## config.mk

```make
export PLATFORM = sky130hd
export DESIGN_NAME = randomized_set_table_core_flat
export DESIGN_NICKNAME = d
export VERILOG_FILES = /design/src/rtl/core/rset_pkg.sv /design/src/rtl/core/rset_if.sv /design/src/rtl/core/randomized_set_table_core.sv /design/src/rtl/core/rset_mod_pipe.sv /design/src/flat_wrapper.sv
export SDC_FILE = /design/constraint.sdc
export NUM_CORES = 2
export LEC_CHECK = 0
export BUFFER_PORTS_ARGS = -buffer_cell sky130_fd_sc_hd__buf_2
export CAP_MARGIN = 5
export CORE_UTILIZATION = 55
export CTS_CLUSTER_DIAMETER = 120
export DETAILED_ROUTE_END_ITERATION = 10
export PLACE_DENSITY_LB_ADDON = 0.3
export SYNTH_ARGS = -nofsm -noshare
export SYNTH_HDL_FRONTEND = slang
export SYNTH_HIERARCHICAL = 1
export SYNTH_SLANG_ARGS = --single-unit
export TNS_END_PERCENT = 10
```

## constraint.sdc

```tcl
create_clock -name clock -period 38.1 [get_ports clock]
set_clock_uncertainty 0.05 [all_clocks]
set_input_delay 5.715 -clock clock [delete_from_list [all_inputs] [get_ports clock]]
set_output_delay 5.715 -clock clock [all_outputs]
set_load 0.1 [all_outputs]
```

## src/rtl/core/rset_pkg.sv

```systemverilog
// package for the randomised set table: sizes, operation codes, random generator taps
// and the structs passed between the core and its remainder pipeline; no dependencies
`default_nettype none

package rset_pkg;

   // table geometry
   localparam int CAPACITY = 64;
   localparam int IDX_W    = $clog2(CAPACITY);
   localparam int CNT_W    = $clog2(CAPACITY + 1);
   localparam int DATA_W   = 32;
   localparam int OP_W     = 2;

   // remainder pipeline: bits of the dividend retired per stage
   localparam int MOD_STEPS  = 8;
   localparam int MOD_STAGES = DATA_W / MOD_STEPS;

   // operation codes
   localparam logic [OP_W-1:0] OP_INSERT = 2'd0;
   localparam logic [OP_W-1:0] OP_REMOVE = 2'd1;
   localparam logic [OP_W-1:0] OP_GET    = 2'd2;

   // galois lfsr taps, seed after reset and the empty pick marker
   localparam logic [DATA_W-1:0] LFSR_TAPS = 32'h8020_0003;
   localparam logic [DATA_W-1:0] LFSR_INIT = 32'h0000_0001;
   localparam logic [DATA_W-1:0] NO_PICK   = 32'hFFFF_FFFF;

   // one sample sent to the remainder pipeline
   typedef struct packed {
      logic              valid;
      logic [DATA_W-1:0] dividend;
      logic [CNT_W-1:0]  divisor;
      logic [IDX_W-1:0]  slot;
   } mod_req_type;

   // sample leaving the remainder pipeline, plus occupancy
   typedef struct packed {
      logic             busy;
      logic             valid;
      logic             zero;
      logic [IDX_W-1:0] slot;
   } mod_rsp_type;

endpackage

`default_nettype wire

```

## src/rtl/core/rset_if.sv

```systemverilog
// valid/ready channel interfaces for the randomised set table request and response
// depends on rset_pkg for widths
`default_nettype none

interface rset_req_if import rset_pkg::*; ();
   logic                     valid;
   logic                     ready;
   logic [OP_W-1:0]          operation;
   logic signed [DATA_W-1:0] value;

   modport source (output valid, operation, value, input ready);
   modport sink   (input valid, operation, value, output ready);
endinterface

interface rset_rsp_if import rset_pkg::*; ();
   logic                     valid;
   logic                     ready;
   logic                     succeeded;
   logic signed [DATA_W-1:0] picked_value;
   logic                     table_full;

   modport source (output valid, succeeded, picked_value, table_full, input ready);
   modport sink   (input valid, succeeded, picked_value, table_full, output ready);
endinterface

`default_nettype wire

```

## src/rtl/core/randomized_set_table_core.sv

```systemverilog
// randomised set table: bounded set of distinct 32-bit values with random pick
// depends on rset_pkg, rset_req_if, rset_rsp_if and rset_mod_pipe
//
// usage
//   req_if carries one transaction per operation (insert, remove, get random) and a value;
//   rsp_if returns exactly one transaction per request: succeeded, picked_value and
//   table_full. csr_wr_en with csr_wr_data loads the random seed (zero loads one).
//   The values sit in a single-port memory with a registered read port; valid bits,
//   the element count and the lfsr are flip-flops.
// sequencing
//   one request at a time. Insert and remove scan every slot of the memory, one read per
//   cycle, then pass the settle and finish states. Get random walks the slots one per cycle,
//   feeds each occupied slot to a remainder pipeline of MOD_STAGES stages, drains it, then
//   reads the picked slot in the fetch state. Get random on an empty set and unused codes
//   go straight to the finish state. A new request is taken the cycle after the response
//   register is loaded, even if that response is still waiting.
// reset and stall
//   synchronous reset empties the set, clears the count and loads the lfsr with one; the
//   memory itself is not cleared. When rsp_if.ready is low the response is held and the
//   next completed operation waits until the response register is free.
`default_nettype none

module randomized_set_table_core import rset_pkg::*; (
   input  logic              clock,
   input  logic              reset,
   input  logic              csr_wr_en,
   input  logic [DATA_W-1:0] csr_wr_data,
   rset_req_if.sink          req_if,
   rset_rsp_if.source        rsp_if
);

   typedef enum logic [6:0] {
      ST_IDLE   = 7'b0000001,
      ST_SCAN   = 7'b0000010,
      ST_SETTLE = 7'b0000100,
      ST_WALK   = 7'b0001000,
      ST_DRAIN  = 7'b0010000,
      ST_FETCH  = 7'b0100000,
      ST_FINISH = 7'b1000000
   } state_type;

   localparam logic [IDX_W-1:0] IDX_LAST = IDX_W'(CAPACITY - 1);

   state_type         state_ff, state_in;
   logic [OP_W-1:0]   op_ff;
   logic [DATA_W-1:0] val_ff;
   logic [IDX_W-1:0]  idx_ff;
   logic [CAPACITY-1:0] slot_valid_ff;
   logic [CNT_W-1:0]  count_ff;
   logic [DATA_W-1:0] lfsr_ff, lfsr_next;
   logic [CNT_W-1:0]  k_ff;

   // search results
   logic              cmp_vld_ff, cmp_slot_ok_ff;
   logic [IDX_W-1:0]  cmp_idx_ff;
   logic              found_ff;
   logic [IDX_W-1:0]  found_idx_ff;
   logic              free_found_ff;
   logic [IDX_W-1:0]  free_idx_ff;
   logic              pick_found_ff;
   logic [IDX_W-1:0]  pick_idx_ff;

   // value memory
   logic [DATA_W-1:0] mem [CAPACITY];
   logic [DATA_W-1:0] mem_rd_data_ff;
   logic              mem_re, mem_we;
   logic [IDX_W-1:0]  mem_ra;

   // response register
   logic                     rsp_valid_ff;
   logic                     rsp_ok_ff, rsp_full_ff;
   logic signed [DATA_W-1:0] rsp_pick_ff;

   // finish stage decisions
   logic              finish_go;
   logic              fin_ok, fin_full, fin_set, fin_clr;
   logic [DATA_W-1:0] fin_pick;

   mod_req_type mod_req;
   mod_rsp_type mod_rsp;

   logic req_take;
   logic walk_hit;

   assign req_if.ready = (state_ff == ST_IDLE);
   assign req_take     = req_if.valid && req_if.ready;
   assign finish_go    = (state_ff == ST_FINISH) && (!rsp_valid_ff || rsp_if.ready);
   assign walk_hit     = (state_ff == ST_WALK) && slot_valid_ff[idx_ff];

   // next lfsr value
   assign lfsr_next = (lfsr_ff >> 1) ^ (lfsr_ff[0] ? LFSR_TAPS : '0);

   // state machine
   always_comb begin
      state_in = state_ff;
      unique case (state_ff)
         ST_IDLE: begin
            if (req_take) begin
               if (req_if.operation == OP_INSERT || req_if.operation == OP_REMOVE) begin
                  state_in = ST_SCAN;
               end else if (req_if.operation == OP_GET && count_ff != '0) begin
                  state_in = ST_WALK;
               end else begin
                  state_in = ST_FINISH;
               end
            end
         end
         ST_SCAN: begin
            if (idx_ff == IDX_LAST) state_in = ST_SETTLE;
         end
         ST_SETTLE: state_in = ST_FINISH;
         ST_WALK: begin
            if (idx_ff == IDX_LAST) state_in = ST_DRAIN;
         end
         ST_DRAIN: begin
            if (!mod_rsp.busy) state_in = (k_ff != '0) ? ST_FETCH : ST_FINISH;
         end
         ST_FETCH: state_in = ST_FINISH;
         ST_FINISH: begin
            if (finish_go) state_in = ST_IDLE;
         end
         default: state_in = ST_IDLE;
      endcase
   end

   always_ff @(posedge clock) begin
      if (reset) begin
         state_ff <= ST_IDLE;
      end else begin
         state_ff <= state_in;
      end
   end

   // request capture and slot counter
   always_ff @(posedge clock) begin
      if (req_take) begin
         op_ff  <= req_if.operation;
         val_ff <= req_if.value;
      end
      if (req_take) begin
         idx_ff <= '0;
      end else if (state_ff == ST_SCAN || state_ff == ST_WALK) begin
         idx_ff <= idx_ff + 1'b1;
      end
   end

   // memory read address
   assign mem_re = (state_ff == ST_SCAN) || (state_ff == ST_FETCH);
   assign mem_ra = (state_ff == ST_FETCH) ? pick_idx_ff : idx_ff;

   always_ff @(posedge clock) begin
      if (mem_we) begin
         mem[free_idx_ff] <= val_ff;
      end
      if (mem_re) begin
         mem_rd_data_ff <= mem[mem_ra];
      end
   end

   // search: compare stage in the cycle after the read, lowest free slot tracked in order
   always_ff @(posedge clock) begin
      if (reset) begin
         cmp_vld_ff <= 1'b0;
      end else begin
         cmp_vld_ff <= (state_ff == ST_SCAN);
      end
      cmp_idx_ff     <= idx_ff;
      cmp_slot_ok_ff <= slot_valid_ff[idx_ff];
      if (req_take) begin
         found_ff      <= 1'b0;
         free_found_ff <= 1'b0;
      end else begin
         if (cmp_vld_ff && cmp_slot_ok_ff && mem_rd_data_ff == val_ff) begin
            found_ff     <= 1'b1;
            found_idx_ff <= cmp_idx_ff;
         end
         if (state_ff == ST_SCAN && !slot_valid_ff[idx_ff] && !free_found_ff) begin
            free_found_ff <= 1'b1;
            free_idx_ff   <= idx_ff;
         end
      end
   end

   // random walk: one lfsr step and one remainder sample per occupied slot
   always_ff @(posedge clock) begin
      if (reset) begin
         lfsr_ff <= LFSR_INIT;
      end else if (csr_wr_en) begin
         lfsr_ff <= (csr_wr_data != '0) ? csr_wr_data : LFSR_INIT;
      end else if (walk_hit) begin
         lfsr_ff <= lfsr_next;
      end
   end

   always_ff @(posedge clock) begin
      if (req_take) begin
         k_ff <= '0;
      end else if (walk_hit) begin
         k_ff <= k_ff + 1'b1;
      end
   end

   assign mod_req.valid    = walk_hit;
   assign mod_req.dividend = lfsr_next;
   assign mod_req.divisor  = k_ff + 1'b1;
   assign mod_req.slot     = idx_ff;

   rset_mod_pipe u_mod_pipe (
      .clock   (clock),
      .reset   (reset),
      .mod_req (mod_req),
      .mod_rsp (mod_rsp)
   );

   // latest slot whose sample divides evenly is the pick
   always_ff @(posedge clock) begin
      if (req_take) begin
         pick_found_ff <= 1'b0;
      end else if (mod_rsp.valid && mod_rsp.zero) begin
         pick_found_ff <= 1'b1;
         pick_idx_ff   <= mod_rsp.slot;
      end
   end

   // outcome of the operation
   always_comb begin
      fin_ok   = 1'b0;
      fin_full = 1'b0;
      fin_set  = 1'b0;
      fin_clr  = 1'b0;
      fin_pick = NO_PICK;
      unique case (op_ff)
         OP_INSERT: begin
            if (!found_ff) begin
               if (free_found_ff) begin
                  fin_ok  = 1'b1;
                  fin_set = 1'b1;
               end else begin
                  fin_full = 1'b1;
               end
            end
         end
         OP_REMOVE: begin
            if (found_ff) begin
               fin_ok  = 1'b1;
               fin_clr = 1'b1;
            end
         end
         OP_GET: begin
            fin_ok = (k_ff != '0);
            if (pick_found_ff) fin_pick = mem_rd_data_ff;
         end
         default: begin
            fin_ok = 1'b0;
         end
      endcase
   end

   assign mem_we = finish_go && fin_set;

   // set bookkeeping
   always_ff @(posedge clock) begin
      if (reset) begin
         slot_valid_ff <= '0;
         count_ff      <= '0;
      end else if (finish_go) begin
         if (fin_set) begin
            slot_valid_ff[free_idx_ff] <= 1'b1;
            count_ff                   <= count_ff + 1'b1;
         end else if (fin_clr) begin
            slot_valid_ff[found_idx_ff] <= 1'b0;
            count_ff                    <= count_ff - 1'b1;
         end
      end
   end

   // response register
   always_ff @(posedge clock) begin
      if (reset) begin
         rsp_valid_ff <= 1'b0;
      end else if (finish_go) begin
         rsp_valid_ff <= 1'b1;
      end else if (rsp_if.ready) begin
         rsp_valid_ff <= 1'b0;
      end
      if (finish_go) begin
         rsp_ok_ff   <= fin_ok;
         rsp_full_ff <= fin_full;
         rsp_pick_ff <= fin_pick;
      end
   end

   assign rsp_if.valid        = rsp_valid_ff;
   assign rsp_if.succeeded    = rsp_ok_ff;
   assign rsp_if.picked_value = rsp_pick_ff;
   assign rsp_if.table_full   = rsp_full_ff;

`ifndef SYNTH
   // the element count follows the valid bits
   assert property (@(posedge clock) disable iff (reset)
      $countones(slot_valid_ff) == count_ff)
      else $error("element count differs from occupied slots");

   // the walk never counts more slots than are occupied
   assert property (@(posedge clock) disable iff (reset)
      (state_ff == ST_WALK || state_ff == ST_DRAIN) |-> (k_ff <= count_ff))
      else $error("walk count exceeds element count");

   // a nonempty walk always ends with a pick
   assert property (@(posedge clock) disable iff (reset)
      (state_ff == ST_FINISH && op_ff == OP_GET && k_ff != '0) |-> pick_found_ff)
      else $error("nonempty get random without a pick");

   // an insert that stores a value targets a free slot
   assert property (@(posedge clock) disable iff (reset)
      mem_we |-> !slot_valid_ff[free_idx_ff])
      else $error("insert overwrites an occupied slot");
`endif

endmodule

`default_nettype wire

```

## src/rtl/core/rset_mod_pipe.sv

```systemverilog
// pipelined remainder unit: tells whether a random sample is a multiple of the running
// count; restoring remainder over MOD_STAGES stages; depends on rset_pkg
`default_nettype none

module rset_mod_pipe import rset_pkg::*; (
   input  logic        clock,
   input  logic        reset,
   input  mod_req_type mod_req,
   output mod_rsp_type mod_rsp
);

   typedef struct packed {
      logic              valid;
      logic [DATA_W-1:0] dividend;
      logic [CNT_W-1:0]  divisor;
      logic [CNT_W-1:0]  rem;
      logic [IDX_W-1:0]  slot;
   } stage_type;

   stage_type stage_ff [MOD_STAGES];
   stage_type stage_in [MOD_STAGES];
   logic      busy;

   // shift MOD_STEPS dividend bits into the partial remainder, msb first
   function automatic logic [CNT_W-1:0] rem_steps(input logic [CNT_W-1:0] rem,
                                                  input logic [MOD_STEPS-1:0] bits,
                                                  input logic [CNT_W-1:0] divisor);
      logic [CNT_W:0]   part;
      logic [CNT_W-1:0] r;
      r = rem;
      for (int i = MOD_STEPS - 1; i >= 0; i--) begin
         part = {r, bits[i]};
         if (part >= {1'b0, divisor}) begin
            part = part - {1'b0, divisor};
         end
         r = part[CNT_W-1:0];
      end
      return r;
   endfunction

   // next value of every stage, valid bits forced low during reset
   always_comb begin
      stage_type src;
      for (int s = 0; s < MOD_STAGES; s++) begin
         if (s == 0) begin
            src.valid    = mod_req.valid;
            src.dividend = mod_req.dividend;
            src.divisor  = mod_req.divisor;
            src.rem      = '0;
            src.slot     = mod_req.slot;
         end else begin
            src = stage_ff[s-1];
         end
         stage_in[s]       = src;
         stage_in[s].valid = src.valid && !reset;
         stage_in[s].rem   = rem_steps(src.rem,
                                       src.dividend[DATA_W-1-s*MOD_STEPS -: MOD_STEPS],
                                       src.divisor);
      end
   end

   // stage registers
   always_ff @(posedge clock) begin
      for (int s = 0; s < MOD_STAGES; s++) begin
         stage_ff[s] <= stage_in[s];
      end
   end

   // occupancy
   always_comb begin
      busy = 1'b0;
      for (int s = 0; s < MOD_STAGES; s++) begin
         busy = busy | stage_ff[s].valid;
      end
   end

   assign mod_rsp.busy  = busy;
   assign mod_rsp.valid = stage_ff[MOD_STAGES-1].valid;
   assign mod_rsp.zero  = (stage_ff[MOD_STAGES-1].rem == '0);
   assign mod_rsp.slot  = stage_ff[MOD_STAGES-1].slot;

endmodule

`default_nettype wire
```

## src/flat_wrapper.sv

```systemverilog
// flat-port wrapper written by rule: the top's interface ports become plain ports
module randomized_set_table_core_flat import rset_pkg::*;
  (clock, reset, csr_wr_en, csr_wr_data, req_if_valid, req_if_operation, req_if_value, req_if_ready, rsp_if_valid, rsp_if_succeeded, rsp_if_picked_value, rsp_if_table_full, rsp_if_ready);
  rset_req_if req_if_i ();
  rset_rsp_if rsp_if_i ();
  input  logic clock;
  input  logic reset;
  input  logic csr_wr_en;
  input  logic [DATA_W-1:0] csr_wr_data;
  input wire logic [$bits(req_if_i.valid)-1:0] req_if_valid;
  input wire logic [$bits(req_if_i.operation)-1:0] req_if_operation;
  input wire logic [$bits(req_if_i.value)-1:0] req_if_value;
  output wire logic [$bits(req_if_i.ready)-1:0] req_if_ready;
  output wire logic [$bits(rsp_if_i.valid)-1:0] rsp_if_valid;
  output wire logic [$bits(rsp_if_i.succeeded)-1:0] rsp_if_succeeded;
  output wire logic [$bits(rsp_if_i.picked_value)-1:0] rsp_if_picked_value;
  output wire logic [$bits(rsp_if_i.table_full)-1:0] rsp_if_table_full;
  input wire logic [$bits(rsp_if_i.ready)-1:0] rsp_if_ready;
  assign req_if_i.valid = req_if_valid;
  assign req_if_i.operation = req_if_operation;
  assign req_if_i.value = req_if_value;
  assign req_if_ready = req_if_i.ready;
  assign rsp_if_valid = rsp_if_i.valid;
  assign rsp_if_succeeded = rsp_if_i.succeeded;
  assign rsp_if_picked_value = rsp_if_i.picked_value;
  assign rsp_if_table_full = rsp_if_i.table_full;
  assign rsp_if_i.ready = rsp_if_ready;
  randomized_set_table_core u_core (.clock(clock), .reset(reset), .csr_wr_en(csr_wr_en), .csr_wr_data(csr_wr_data), .req_if(req_if_i), .rsp_if(rsp_if_i));
endmodule
```

-- Yosys cells after proc, flatten, opt, wreduce, memory -nomap -nowiden
Memory sizes are Yosys's and may differ from the RTL's. A register that Yosys moved wholly into a read port is not among the register bits.
Index checks and enable logic that the tools add are counted.
- add/sub/neg operators: 36
- order comparisons: 37
- equality and inequality tests: 18
- mux-type cells: 67
- bitwise logic cells: 9
- reduce and logical (&&, ||, !) cells: 41
- operator list (kind ; number):
    $mux W7 ; 42
    $ge A8 B7 Y1 ; 31
    $sub A7 B7 Y7 ; 31
    $mux W32 ; 4
    $mux W64 ; 2
    $and A64 B64 Y64 ; 1
    $not A64 Y64 ; 1
    $or A64 B64 Y64 ; 1
    $pmux W7 S6 ; 1
    $eq A32 B32 Y1 ; 1
    $reduce_bool A32 Y1 ; 1
    $xor A31 B32 Y32 ; 1
    $lt A6 B7 Y1 const B ; 3
    $logic_and A1 B1 Y1 ; 16
    $add A7 B1 Y7 const B ; 2
    $reduce_bool A7 Y1 ; 2
    $mux W1 ; 13
    $demux W1 S6 ; 2
    $ge A6 B1 Y1 const B ; 2
    $reduce_and A2 Y1 ; 5
    $eq A7 B1 Y1 const B ; 1
    $eq A7 B2 Y1 const B ; 1
    $eq A7 B3 Y1 const B ; 1
    $eq A7 B4 Y1 const B ; 1
    other kinds (24) ; 42
- register bits after elaboration: 221
- bits in writable memories: 2260
- bits of input ports: 71
- output and inout port bits: 36
- logic and storage cells: 231
- memories kept: 2
- memory list (memory ; words ; bits a word ; rd ports ; clocked after memory_dff ; wr ports ; line ; source):
    u_core.mem ; 64 ; 32 ; 1 ; 1 ; 1 ; randomized_set_table_core.sv:64 ; logic [DATA_W-1:0] mem [CAPACITY];
    u_core.u_mod_pipe.stage_ff ; 4 ; 53 ; 4 ; 0 ; 4 ; rset_mod_pipe.sv:20 ; stage_type stage_ff [MOD_STAGES];

-- Logic depth before layout (Yosys ltp)
- depth after elaboration: 18
- mapped depth: 83
- mapped depth without buffers: 79

-- Cells and area by module
Netlist, hierarchy kept.
- modules (own cells, without submodules) (module ; instances ; cells each ; area each (µm²) ; sequential area each (µm²)):
    randomized_set_table_core ; 1 ; 6298 ; 89577.2 ; 67745.0
    rset_mod_pipe ; 1 ; 1718 ; 14824.2 ; 2502.4

-- Least setup slack after synthesis
No wires, ideal clock.
- path kind: reg2reg
- start: register u_core.k_ff[0]
- end: memory u_core/u_mod_pipe/stage_ff[0][10] (netlist name)
- setup time: 122 ps
- data arrival time: 15565 ps
- required time: 37928 ps
- setup slack: 22364 ps
- cell stages (with the launch flop): 79
- path buffers: 4
- period minus slack after synthesis: 15736 ps
- path through: dfxtp_1 > inv_1 > ha_1 > or4_1 > or3_1 > clkbuf_1 > nor3b_1 > ha_1 > nor2b_1 > o21ai_0 > a21boi_0 > o311ai_1 > and2_1 > clkbuf_1 > mux2i_1 > ha_1 > nor2b_1 > o21ai_0 > [... 43 more ...] > a21oi_1 > o311ai_0 > a21oi_1 > a21oi_1 > buf_2 > nor2_1 > a21oi_1 > fa_1 > a21o_1 > a21oi_1 > o21bai_1 > a21oi_1 > o21ai_0 > a21oi_1 > nand2b_1 > a211o_1 > o31a_1 > a221o_1
- RTL lines (element ; line ; source):
    start, declared ; randomized_set_table_core.sv:51 ; logic [CNT_W-1:0] k_ff;
    start signal, assigned ; randomized_set_table_core.sv:199 ; k_ff <= k_ff + 1'b1;
    end, declared ; rset_mod_pipe.sv:20 ;

==> impl_metrics.ini <==
[run_status]
status = finished, violations left
failed_checks = design-rule violations

[synthesis]
synth_area_leader_cell = edfxtp_1
ys_top_cells_by_count = 2166 x edfxtp_1, 1495 x nand2_1, 413 x mux2i_1
synth-seq-area-share_pct = 67.3
async_flop_share_pct = 0
ys_types = 110
synthMuxAreaShare_pct = 5.40
synth_fp_nets = 8346
avgSynthCellArea_um2 = 13.0
yosys.area_share.adder_pct = 3.33
synth.top_cell.area_share_pct = 62.3
synth_top_flop_cell = edfxtp_1
synth_edf_count = 2166
synth_xor_xnor_area_share_pct = 1.36
synth-simple-area-share_pct = 12.5
synth_top_family_by_area = simple AND/OR/NAND/NOR gates
synth_compound_area_share_pct = 7.56
synth_area_leaders = edfxtp_1 62%, nand2_1 5.4%, dfxtp_1 5.0%, mux2i_1 4.0%, ha_1 2.7%
synthCells = 8016
yosys.cell_count.top_type = edfxtp_1
yosys_warnings = 6
ys_ff_latch = 2426
synth_area_mm2 = 0.104

[global_routing]
overflow = 0
grt_max_degree = 206
antenna_found_initial = 33
grt_use_total_pct = 29.7
grt_first_pass_wirelength_mm = 421
grt_pass1_vias = 65600

[worst_setup_path]
rr_worst_depth = 73
worst-setup-path-type = register to register
regToRegSetupSlack_ns = 19.07
cp-start-kind = register
crit_arrival_ns = 19.71
cp-end-kind = register
crit_family = compound AO/OA/AOI/OAI gates
crit_buf_inv = 1
reg2reg_to = u_core/u_mod_pipe/stage_ff[0][12]
crit_start = u_core/k_ff[0]
required_ns = 38.77
cpMaxStageDelayCell = a21oi_1
crit_fanout = 12
max_stage_delay_ns = 0.75
r2r-start = u_core/k_ff[0]

[final_layout]
final_util_pct = 61.7
areaGrowthSynthToFinish_pct = 11.1
layout.nets = 8460
drive_gt1_share_pct = 11.1

[sta]
max_slew_margin_pct = 11.8
fin_crit_ns = 19.03
worst_slew_pin_slew_ns = 1.32
finalCritPeriodShare_pct = 50.0
timing.fmax_mhz = 52.5
fin_ws_ns = 19.07
hold_viol_final = 0
slew_violations = 0
setup_violations = 0
rsz0062_at_grt = false
setup_tns_ns = 0

[routing]
drtIter0Drc = 9123
remaining_drc_errors = 24
drtAntennaViolNets = 0
route.vias.total = 68200
dr.pass1.iters = 11
viasPerCell = 6.28
wl_per_cell_um = 26.6
finalWirelength_mm = 289

[placed_design]
port_buffers = 106
gp_congestion = 0.923
dpl.hpwl_mm = 167
post-place-ws_ns = 19.19

[clock_tree]
clockBufferDepth = 3
cts_tree = built
cts_buffers = 231
root_buffer = clkbuf_16
path_clk_slew_ns = 0.07
cts_num_sinks = 2426
h-tree-depth = 4
hold_buffers = 0
ctsResizeCount = 0
post_cts_buffers = 0
clk_latency_ns = 0.89

[min_path]
hold_path_class = register to register
hold_depth = 0
whs_endpoint = u_core/u_mod_pipe/stage_ff[1][34]
worstHoldStart = u_core/u_mod_pipe/stage_ff[0][34]

[die]
core_area_mm2 = 0.188
die-area_mm2 = 0.192
io_pins = 107
dieWidth_um = 438
initial_utilization_pct = 55.5
rows = 159
die_y_um = 438

[run]
cap_violations = 0
==> how the worst max path moves through the flow <==
stage | endpoint | slack (ns) | cells past startpoint
floorplan | u_core/u_mod_pipe/stage_ff[0][10] | 22.36 | 78
CTS | u_core/u_mod_pipe/stage_ff[0][12] | 19.09 | 73
global placement | u_core/u_mod_pipe/stage_ff[0][12] | 19.16 | 74
finish | u_core/u_mod_pipe/stage_ff[0][12] | 19.07 | 73
global route | u_core/u_mod_pipe/stage_ff[0][9] | 17.46 | 73
detailed placement | u_core/u_mod_pipe/stage_ff[0][12] | 19.19 | 73
==> cell families after synthesis <==
group | after synthesis
XOR/XNOR | 162
adder cells (fa/ha/maj) | 259
buffers and inverters | 588
flip-flops | 2426
AO/OA/AOI/OAI | 1214
multiplexers | 526
AND/OR/NAND/NOR | 2841
==> state kept, by name, indices dropped and copies added, names as in the netlist, 2 cells and up <==
| register | cells |
|---|---|
| u_core/found_idx_ff | 6 |
| u_core/free_idx_ff | 6 |
| u_core/mem_rd_data_ff | 32 |
| u_core/u_mod_pipe/stage_ff | 125 |
| u_core/op_ff | 2 |
| u_core/pick_idx_ff | 6 |
| u_core/slot_valid_ff | 64 |
| u_core/rsp_if.picked_value | 32 |
| u_core/idx_ff | 6 |
| u_core/k_ff | 7 |
| u_core/lfsr_ff | 32 |
| u_core/count_ff | 7 |
| u_core/val_ff | 32 |
| u_core/cmp_idx_ff | 6 |
| u_core/state_ff | 7 |
| u_core/mem | 2048 |
==> layout make-up <==
| type | count | area (µm²) |
|---|---|---|
| fill | 14000 | 72200 |
| sequential | 2426 | 70200 |
| multi-input combinational | 5002 | 32100 |
| clock buffer | 284 | 6100 |
| tap | 2495 | 3120 |
| timing repair buffer | 288 | 1990 |
| clock inverter | 151 | 1730 |
| inverter | 181 | 679 |
| antenna | 25 | 62.6 |
==> layout by cell type, fill, tap and decap left out, types with 43 or more instances in the layout <==
cell type and n:
a211oi_1 78, a21o_1 56, a21oi_1 356, a31oi_1 43, a32oi_1 76, buf_2 105, buf_4 176, clkbuf_16 234
clkinv_1 44, clkinv_2 48, dfxtp_1 260, edfxtp_1 2166, ha_1 227, inv_1 179, mux2_2 86, mux2i_1 413
nand2_1 1493, nand3_1 376, nand4_1 196, nor2_1 207, nor2_4 64, nor2b_1 97, nor3_1 71, nor4_1 83
o21ai_0 192, o22ai_1 166, or2_2 43, or3_1 44, xnor2_1 100, xor2_1 62
==> through the flow <==
stage,hold WS [ns],area [µm²],cells
2_1_floorplan,0.260,104000,8016
3_3_place_gp,0.261,108000,10400
3_5_place_dp,0.262,108000,10400
4_1_cts,0.275,116000,10800
5_1_grt,0.278,116000,10800
6_report,0.269,116000,10900
==> per-layer routing <==
layer,vias to the layer above,GRT usage (%),share of wire (%)
met5,-,0,0.042
met4,18,15.9,5.7
met3,663,5.28,9.7
met2,3568,46.7,46
met1,33700,39.6,39
li1,30200,-,-
Power is not shown: default switching activity piles up to over one toggle a cycle in this logic, so the estimate is an artifact.
